==> src/design/longest_repeating_subsequence_defines.svh <==
// Assertion macros for the longest repeating subsequence block.
`ifndef LONGEST_REPEATING_SUBSEQUENCE_DEFINES_SVH
`define LONGEST_REPEATING_SUBSEQUENCE_DEFINES_SVH

`ifndef SYNTH
`define LRS_ASSERT_IMPL(lbl, ante, cons) \
  lbl: assert property (@(posedge clk_i) disable iff (!rst_ni) (ante) |-> (cons)) \
    else $error("assertion failed");
`define LRS_ASSERT_NEXT(lbl, ante, cons) \
  lbl: assert property (@(posedge clk_i) disable iff (!rst_ni) (ante) |=> (cons)) \
    else $error("assertion failed");
`define LRS_ASSERT_NEVER(lbl, cond) \
  lbl: assert property (@(posedge clk_i) disable iff (!rst_ni) !(cond)) \
    else $error("assertion failed");
`else
`define LRS_ASSERT_IMPL(lbl, ante, cons)
`define LRS_ASSERT_NEXT(lbl, ante, cons)
`define LRS_ASSERT_NEVER(lbl, cond)
`endif

`endif

==> src/design/lrs_pkg.sv <==
// Shared constants and the command type for the longest repeating subsequence block.
`default_nettype none

package lrs_pkg;

  localparam int unsigned MaxLenDefault = 64;
  localparam int unsigned CharW         = 8;
  localparam int unsigned LenW          = 6;
  localparam int unsigned OutTdataW     = 8;
  localparam logic [LenW-1:0] LenSat    = 6'd63;

  typedef struct packed {
    logic st_we;
    logic row_init;
    logic cap_ci;
    logic issue;
    logic first_row;
    logic out_load;
  } lrs_cmd_t;

endpackage

`default_nettype wire

==> src/design/lrs_ram.sv <==
// Generic simple dual-port RAM with registered read data.
`default_nettype none

module lrs_ram #(
  parameter int unsigned Width = 8,
  parameter int unsigned Depth = 64
) (
  input  wire logic                     clk_i,
  input  wire logic                     we_i,
  input  wire logic [$clog2(Depth)-1:0] waddr_i,
  input  wire logic [Width-1:0]         wdata_i,
  input  wire logic [$clog2(Depth)-1:0] raddr_i,
  output logic      [Width-1:0]         rdata_o
);

  logic [Width-1:0] mem_q [Depth];
  logic [Width-1:0] rdata_q;

  always_ff @(posedge clk_i) begin
    if (we_i) begin
      mem_q[waddr_i] <= wdata_i;
    end
    rdata_q <= mem_q[raddr_i];
  end

  assign rdata_o = rdata_q;

endmodule

`default_nettype wire

==> src/design/lrs_datapath.sv <==
// Datapath: string store, DP row memory and the table cell update.
`default_nettype none

module lrs_datapath import lrs_pkg::*; #(
  parameter int unsigned MAX_LEN = MaxLenDefault
) (
  input  wire logic                       clk_i,
  input  wire logic                       rst_ni,
  input  wire lrs_cmd_t                   cmd_i,
  input  wire logic [$clog2(MAX_LEN)-1:0] st_waddr_i,
  input  wire logic [CharW-1:0]           st_wdata_i,
  input  wire logic [$clog2(MAX_LEN)-1:0] st_raddr_i,
  input  wire logic [$clog2(MAX_LEN)-1:0] row_raddr_i,
  input  wire logic [$clog2(MAX_LEN)-1:0] row_idx_i,
  output logic      [LenW-1:0]            out_len_o
);

  localparam int unsigned AW = $clog2(MAX_LEN);

  logic [CharW-1:0] st_rdata;
  logic [LenW-1:0]  row_rdata;
  logic             proc_q;
  logic [AW-1:0]    pcol_q;
  logic [CharW-1:0] ci_q;
  logic [LenW-1:0]  left_q, diag_q, out_len_q;
  logic [LenW-1:0]  up, inc, best, val;
  logic             match;

  lrs_ram #(.Width(CharW), .Depth(MAX_LEN)) u_store (
    .clk_i  (clk_i),
    .we_i   (cmd_i.st_we),
    .waddr_i(st_waddr_i),
    .wdata_i(st_wdata_i),
    .raddr_i(st_raddr_i),
    .rdata_o(st_rdata)
  );

  lrs_ram #(.Width(LenW), .Depth(MAX_LEN)) u_row (
    .clk_i  (clk_i),
    .we_i   (proc_q),
    .waddr_i(pcol_q),
    .wdata_i(val),
    .raddr_i(row_raddr_i),
    .rdata_o(row_rdata)
  );

  // first row reads as the all-zero initial row
  assign up    = cmd_i.first_row ? '0 : row_rdata;
  assign match = (row_idx_i != pcol_q) && (ci_q == st_rdata);
  assign inc   = (diag_q == LenSat) ? diag_q : diag_q + 1'b1;
  assign best  = (up > left_q) ? up : left_q;
  assign val   = match ? inc : best;

  always_ff @(posedge clk_i or negedge rst_ni) begin
    if (!rst_ni) begin
      proc_q <= 1'b0;
    end else begin
      proc_q <= cmd_i.issue;
    end
  end

  always_ff @(posedge clk_i) begin
    pcol_q <= row_raddr_i;
    if (cmd_i.cap_ci) begin
      ci_q <= st_rdata;
    end
    if (cmd_i.row_init) begin
      left_q <= '0;
      diag_q <= '0;
    end else if (proc_q) begin
      left_q <= val;
      diag_q <= up;
    end
    if (cmd_i.out_load) begin
      out_len_q <= left_q;
    end
  end

  assign out_len_o = out_len_q;

endmodule

`default_nettype wire

==> src/design/lrs_ctrl.sv <==
// Controller: load counter, row/column sequencer and output handshake.
`default_nettype none

module lrs_ctrl import lrs_pkg::*; #(
  parameter int unsigned MAX_LEN = MaxLenDefault
) (
  input  wire logic                       clk_i,
  input  wire logic                       rst_ni,
  input  wire logic                       in_valid_i,
  input  wire logic                       in_has_char_i,
  input  wire logic                       in_last_i,
  output logic                            in_ready_o,
  input  wire logic                       out_ready_i,
  output logic                            out_valid_o,
  output logic                            out_ovf_o,
  output lrs_cmd_t                        cmd_o,
  output logic      [$clog2(MAX_LEN)-1:0] st_waddr_o,
  output logic      [$clog2(MAX_LEN)-1:0] st_raddr_o,
  output logic      [$clog2(MAX_LEN)-1:0] row_raddr_o,
  output logic      [$clog2(MAX_LEN)-1:0] row_idx_o
);

  localparam int unsigned AW = $clog2(MAX_LEN);
  localparam int unsigned CW = $clog2(MAX_LEN + 1);

  typedef enum logic [2:0] {
    S_LOAD, S_START, S_ROW, S_CI, S_CELL, S_TAIL, S_DONE
  } state_e;

  state_e        state_q;
  logic [CW-1:0] cnt_q, cnt_m1;
  logic          ovf_q, out_vld_q, out_ovf_q;
  logic [AW-1:0] i_q, j_q, last_idx;
  logic          accept, full;

  assign cnt_m1   = cnt_q - 1'b1;
  assign last_idx = cnt_m1[AW-1:0];
  assign full     = (cnt_q == CW'(MAX_LEN));
  assign accept   = in_valid_i && (state_q == S_LOAD);

  always_comb begin
    cmd_o           = '0;
    cmd_o.st_we     = accept && in_has_char_i && !full;
    cmd_o.row_init  = (state_q inside {S_START, S_ROW});
    cmd_o.cap_ci    = (state_q == S_CI);
    cmd_o.issue     = (state_q inside {S_CI, S_CELL});
    cmd_o.first_row = (i_q == '0);
    cmd_o.out_load  = (state_q == S_DONE) && (!out_vld_q || out_ready_i);
  end

  assign in_ready_o  = (state_q == S_LOAD);
  assign st_waddr_o  = cnt_q[AW-1:0];
  assign st_raddr_o  = (state_q == S_ROW) ? i_q : j_q;
  assign row_raddr_o = j_q;
  assign row_idx_o   = i_q;
  assign out_valid_o = out_vld_q;
  assign out_ovf_o   = out_ovf_q;

  always_ff @(posedge clk_i or negedge rst_ni) begin
    if (!rst_ni) begin
      state_q   <= S_LOAD;
      cnt_q     <= '0;
      ovf_q     <= 1'b0;
      i_q       <= '0;
      j_q       <= '0;
      out_vld_q <= 1'b0;
      out_ovf_q <= 1'b0;
    end else begin
      if (out_vld_q && out_ready_i && !cmd_o.out_load) begin
        out_vld_q <= 1'b0;
      end
      case (state_q)
        S_LOAD: begin
          if (accept) begin
            if (in_has_char_i) begin
              if (!full) begin
                cnt_q <= cnt_q + 1'b1;
              end else begin
                ovf_q <= 1'b1;
              end
            end
            if (in_last_i) begin
              state_q <= S_START;
            end
          end
        end
        S_START: begin
          i_q <= '0;
          state_q <= (cnt_q == '0) ? S_DONE : S_ROW;
        end
        S_ROW: begin
          j_q     <= '0;
          state_q <= S_CI;
        end
        S_CI: begin
          j_q     <= j_q + 1'b1;
          state_q <= (last_idx == '0) ? S_TAIL : S_CELL;
        end
        S_CELL: begin
          if (j_q == last_idx) begin
            state_q <= S_TAIL;
          end else begin
            j_q <= j_q + 1'b1;
          end
        end
        S_TAIL: begin
          if (i_q == last_idx) begin
            state_q <= S_DONE;
          end else begin
            i_q     <= i_q + 1'b1;
            state_q <= S_ROW;
          end
        end
        S_DONE: begin
          if (cmd_o.out_load) begin
            out_vld_q <= 1'b1;
            out_ovf_q <= ovf_q;
            cnt_q     <= '0;
            ovf_q     <= 1'b0;
            state_q   <= S_LOAD;
          end
        end
        default: begin
          state_q <= S_LOAD;
        end
      endcase
    end
  end

endmodule

`default_nettype wire

==> src/design/longest_repeating_subsequence.sv <==
// Top level of the longest repeating subsequence block.
// Usage:
//   Input stream: one item per character, tdata = byte, tuser = has_char,
//   tlast ends the string. Items without a character and without tlast
//   do nothing. Characters past MAX_LEN are dropped and flagged.
//   Output stream: one item per string, tdata = repeat length,
//   tuser = overflow flag.
//   Each DP row starts with one store read for the row character, then
//   processes one cell per cycle through the simple dual-port row memory.
//   Input is accepted one item per cycle while loading and not at all
//   during the computation.
//   Reset empties the string and clears any pending result.
//   A stalled receiver holds the result in the output register; the next
//   string may load meanwhile, and its result waits until the register
//   is free.
`default_nettype none
`include "longest_repeating_subsequence_defines.svh"

module longest_repeating_subsequence import lrs_pkg::*; #(
  parameter int unsigned MAX_LEN = MaxLenDefault
) (
  input  wire logic                 clk_i,
  input  wire logic                 rst_ni,
  input  wire logic                 s_axis_tvalid,
  output logic                      s_axis_tready,
  input  wire logic [CharW-1:0]     s_axis_tdata,   // [7:0] char_code
  input  wire logic                 s_axis_tuser,   // [0] has_char
  input  wire logic                 s_axis_tlast,
  output logic                      m_axis_tvalid,
  input  wire logic                 m_axis_tready,
  output logic      [OutTdataW-1:0] m_axis_tdata,   // [5:0] repeat_length, rest zero
  output logic                      m_axis_tuser    // [0] overflowed
);

  localparam int unsigned AW = $clog2(MAX_LEN);

  lrs_cmd_t      cmd;
  logic [AW-1:0] st_waddr, st_raddr, row_raddr, row_idx;
  logic [LenW-1:0] out_len;

  lrs_ctrl #(.MAX_LEN(MAX_LEN)) u_ctrl (
    .clk_i        (clk_i),
    .rst_ni       (rst_ni),
    .in_valid_i   (s_axis_tvalid),
    .in_has_char_i(s_axis_tuser),
    .in_last_i    (s_axis_tlast),
    .in_ready_o   (s_axis_tready),
    .out_ready_i  (m_axis_tready),
    .out_valid_o  (m_axis_tvalid),
    .out_ovf_o    (m_axis_tuser),
    .cmd_o        (cmd),
    .st_waddr_o   (st_waddr),
    .st_raddr_o   (st_raddr),
    .row_raddr_o  (row_raddr),
    .row_idx_o    (row_idx)
  );

  lrs_datapath #(.MAX_LEN(MAX_LEN)) u_dp (
    .clk_i      (clk_i),
    .rst_ni     (rst_ni),
    .cmd_i      (cmd),
    .st_waddr_i (st_waddr),
    .st_wdata_i (s_axis_tdata),
    .st_raddr_i (st_raddr),
    .row_raddr_i(row_raddr),
    .row_idx_i  (row_idx),
    .out_len_o  (out_len)
  );

  assign m_axis_tdata = OutTdataW'(out_len);

  `LRS_ASSERT_NEVER(a_no_issue_while_loading, cmd.issue && s_axis_tready)
  `LRS_ASSERT_IMPL(a_store_only_on_item, cmd.st_we, s_axis_tvalid && s_axis_tready && s_axis_tuser)
  `LRS_ASSERT_NEXT(a_load_shows_result, cmd.out_load, m_axis_tvalid)
  `LRS_ASSERT_IMPL(a_valid_rises_from_load, $rose(m_axis_tvalid), $past(cmd.out_load))

endmodule

`default_nettype wire
==> config.mk <==
export PLATFORM = sky130hd
export DESIGN_NAME = longest_repeating_subsequence
export DESIGN_NICKNAME = d
export VERILOG_FILES = /design/src/design/lrs_pkg.sv /design/src/design/lrs_ram.sv /design/src/design/lrs_datapath.sv /design/src/design/lrs_ctrl.sv /design/src/design/longest_repeating_subsequence.sv
export VERILOG_INCLUDE_DIRS = /design/src /design/src/design
export SDC_FILE = /design/constraint.sdc
export NUM_CORES = 1
export LEC_CHECK = 0
export ABC_CLOCK_PERIOD_IN_PS = 13800
export BUFFER_PORTS_ARGS = -buffer_cell sky130_fd_sc_hd__buf_2
export CORE_AREA = 2 2 256 258
export DETAILED_ROUTE_END_ITERATION = 16
export DIE_AREA = 0 0 258 260
export PLACE_DENSITY = 0.88
export SLEW_MARGIN = 20
export SYNTH_ARGS = -nofsm -noshare
export SYNTH_HDL_FRONTEND = slang
export SYNTH_SLANG_ARGS = --single-unit
==> constraint.sdc <==
create_clock -name clk_i -period 13.8 [get_ports clk_i]
set_input_delay 2.76 -clock clk_i [delete_from_list [all_inputs] [get_ports clk_i]]
set_output_delay 2.76 -clock clk_i [all_outputs]
set_load 0.005 [all_outputs]
==> results.cfg <==
[outcome]
status = complete, no violations

[sta]
slew_headroom_pct = 23.17
finalCritPeriodShare_pct = 38.05
fmax_mhz = 190.5
setup_viol = 0
rsz0062_at_grt = no
fin_crit_ns = 5.251
finalClockSkew_ns = 0.03763
finalSetupTns_ns = 0
tightest_slew_ns = 1.152
drv_slew = 0
hold_viol_final = 0

[clocking]
cts_resized = 0
post-cts-setup-buffers = 0
root_buffer = clkbuf_16
ctsHoldBuffers = 0
clock_sinks = 968
cts_tree = done
worstSkewPairLatency_ns = 0.66
cts_made_buffers = 87
clock_tree.buffer_depth = 3
clk_pin_slew_ns = 0.07
cts.htree.levels = 3

[pwr]
p_leak_nw = 14.51
power.internal_mw = 6.007
pwr-share-comb_pct = 31.7
pwr-share-seq_pct = 41.2
pwr_density_cell_mw_per_mm2 = 210.4
swShare_pct = 33.99
pwr-share-clk_pct = 27.1
p_sw_mw = 3.093
ir_drop_uv = 201.1

[global_routing]
grt_pass1_vias = 23470
grt-ovfl-total = 0
track_usage_pct = 31.67
grt_max_degree = 115
antenna_found_initial = 4
grt_pass1_wl_um = 155200

[synth]
syn-mean-instance-area_um2 = 16.19
async_flop_share_pct = 2.686
synth_flop_cell = edfxtp_1
yosysTopAreaCell = edfxtp_1
yosysSeqAreaShare_pct = 72.34
ys_warn_count = 0
synth_top_cell_area_share_pct = 69.08
synth_edf_count = 910
synthTopCellsByArea = edfxtp_1 69%, mux4_2 7.2%, mux2i_1 4.4%, nor2_1 2.5%, nand2_1 2.3%
synth_area_mm2 = 0.03956
yosys_register_bits = 968
synth_common_cells = 910 x edfxtp_1, 259 x nor2_1, 246 x nand2_1
syn_inst = 2443
synth_most_common_cell = edfxtp_1
synth.distinct_cells = 72

[final_layout]
final_util_pct = 67.46
nFillCells = 3569
regArea_mm2 = 0.02863
syn_to_final_growth_pct = 9.343
drive_above_1_share_pct = 14.41
multi_input_comb_area_mm2 = 0.01031
nets = 2470

[min_path]
min_path_type = reg2reg
whs_path_depth = 0

[critical_path]
worst_setup_path_end_kind = flip-flop
ff2ff_path_depth = 9
critical_path_class = reg2reg
worst_ep_required_time_ns = 14.35
worst-path-max-fanout = 72
cp_data_arrival_time_ns = 5.80
crit_path_start_kind = flip-flop

[placed_design]
port_buffers = 22
gp_congestion = 0.9318
dp_hpwl_um = 57530

[die]
start_util_pct = 61.70
die_h_um = 260
io_pins = 25
core_region_area_mm2 = 0.06412
rows = 93
die_width_um = 258
dieArea_mm2 = 0.06708

[routing]
viasPerCell = 7.149
drt-total-wl_um = 105800
wl_per_cell_um = 31.40
drc_errors = 0
detailedRoute.firstPassIterationCount = 11
drtIter0Drc = 4807
ant_nets = 0
vias = 24090

[run]
maxCapViolCount = 0
## final timing paths
check / start / end / slack (ns)
max in group asynchronous: rst_ni / u_ctrl.row_raddr_o[1]$_DFFE_PN0P_ / 11.20
setup reg to reg: u_ctrl.state_q[2]$_DFFE_PN0P_ / u_dp.u_store.rdata_o[2]$_DFF_P_ / 8.55
min in group asynchronous: rst_ni / u_ctrl.state_q[0]$_DFFE_PN0P_ / 2.12
hold / removal: u_dp.u_store.rdata_o[2]$_DFF_P_ / u_dp.ci_q[2]$_DFFE_PP_ / 0.47
hold reg to reg: u_dp.u_store.rdata_o[2]$_DFF_P_ / u_dp.ci_q[2]$_DFFE_PP_ / 0.47
setup / recovery: u_ctrl.state_q[2]$_DFFE_PN0P_ / u_dp.u_store.rdata_o[2]$_DFF_P_ / 8.55
## through the flow
step           hold slack (ns)  power [mW]  setup WS [ns]  instances  cell area (um^2)
3_3_place_gp            0.4431       6.283          8.585       3207             40350
6_report                0.4696       9.100          8.549       3369             43260
2_1_floorplan           0.3454       5.635          8.854       2444             39560
3_5_place_dp            0.4500       6.461          8.402       3208             40380
4_1_cts                 0.4636       8.968          8.716       3368             43230
5_1_grt                 0.4679       9.282          8.387       3369             43260
## sequential cells by signal (all words and copies together) (netlist names)
| register | cells |
|---|---|
| u_dp.u_store.mem_q | 512 |
| u_dp.u_row.mem_q | 384 |
| u_dp.ci_q | 8 |
| u_dp.u_store.rdata_o | 8 |
| u_ctrl.cnt_q | 7 |
| u_ctrl.row_idx_o | 6 |
| u_ctrl.row_raddr_o | 6 |
| u_dp.diag_q | 6 |
| u_dp.left_q | 6 |
| u_dp.out_len_o | 6 |
| u_dp.pcol_q | 6 |
| u_dp.u_row.rdata_o | 6 |
| u_ctrl.state_q | 3 |
| u_ctrl.out_ovf_o | 1 |
| u_ctrl.out_valid_o | 1 |
| u_ctrl.ovf_q | 1 |
| u_dp.proc_q | 1 |
## final cells by class
type                    count  area share (%)
well taps                 855           2.473
multi-input cells        1321           23.84
clock buffers             114           5.507
inverters                  20          0.1736
flip-flops and latches    968           66.18
clock inverters            46           1.079
diodes                      1        0.005785
repair buffers             44          0.7405
## cell families after synthesis
kind of cell             share of synthesized area, %
AO/OA/AOI/OAI                                   3.090
XOR/XNOR                                       0.8223
adder cells (fa/ha/maj)                        0.4428
multiplexers                                    12.58
other                                        0.009479
AND/OR/NAND/NOR                                 8.796
flip-flops                                      72.34
buffers and inverters                           1.920
## critical path, stage by stage, from the launching register on
cell	delay [ns]
dfrtp_1	0.92
or3b_1	0.84
a21o_4	0.34
buf_4	0.86
buf_4	0.71
mux2i_1	0.16
mux2_2	0.30
a22o_1	0.21
or4_1	0.51
nor3_2	0.18
## power groups by stage
stage	clock, mW	combinational (mW)	sequential [mW]
final	2.46	2.89	3.75
after global routing	2.55	2.98	3.75
after CTS	2.45	2.78	3.74
after detailed placement	0	2.67	3.79
after global placement	0	2.50	3.78
after floorplan	0	1.94	3.70
## layer usage
metal | vias up | wire [um] | global-route usage [%]
met5 | - | 148 | 0.9259
met4 | 10 | 6278 | 14.76
met3 | 538 | 15440 | 9.571
met2 | 2496 | 49560 | 49.99
met1 | 11670 | 34360 | 40.75
li1 | 9372 | - | -
## cells in the final DEF (no fill, tap or decap), types with 19 or more instances in the layout
master,netlist,final
a21boi_0,19,19
a21oi_1,25,21
and3_1,65,65
buf_4,20,26
clkbuf_1,48,20
clkbuf_16,0,90
clkinv_1,1,19
dfrtp_1,26,23
dfxtp_1,32,32
edfxtp_1,910,910
inv_1,19,19
mux2_2,32,32
mux2i_1,172,169
mux4_2,126,126
nand2_1,246,246
nand3_1,64,64
nor2_1,259,259
o21ai_0,44,44
o22ai_1,30,30
xor2_1,21,21
Power figures use the tool's default switching activity.
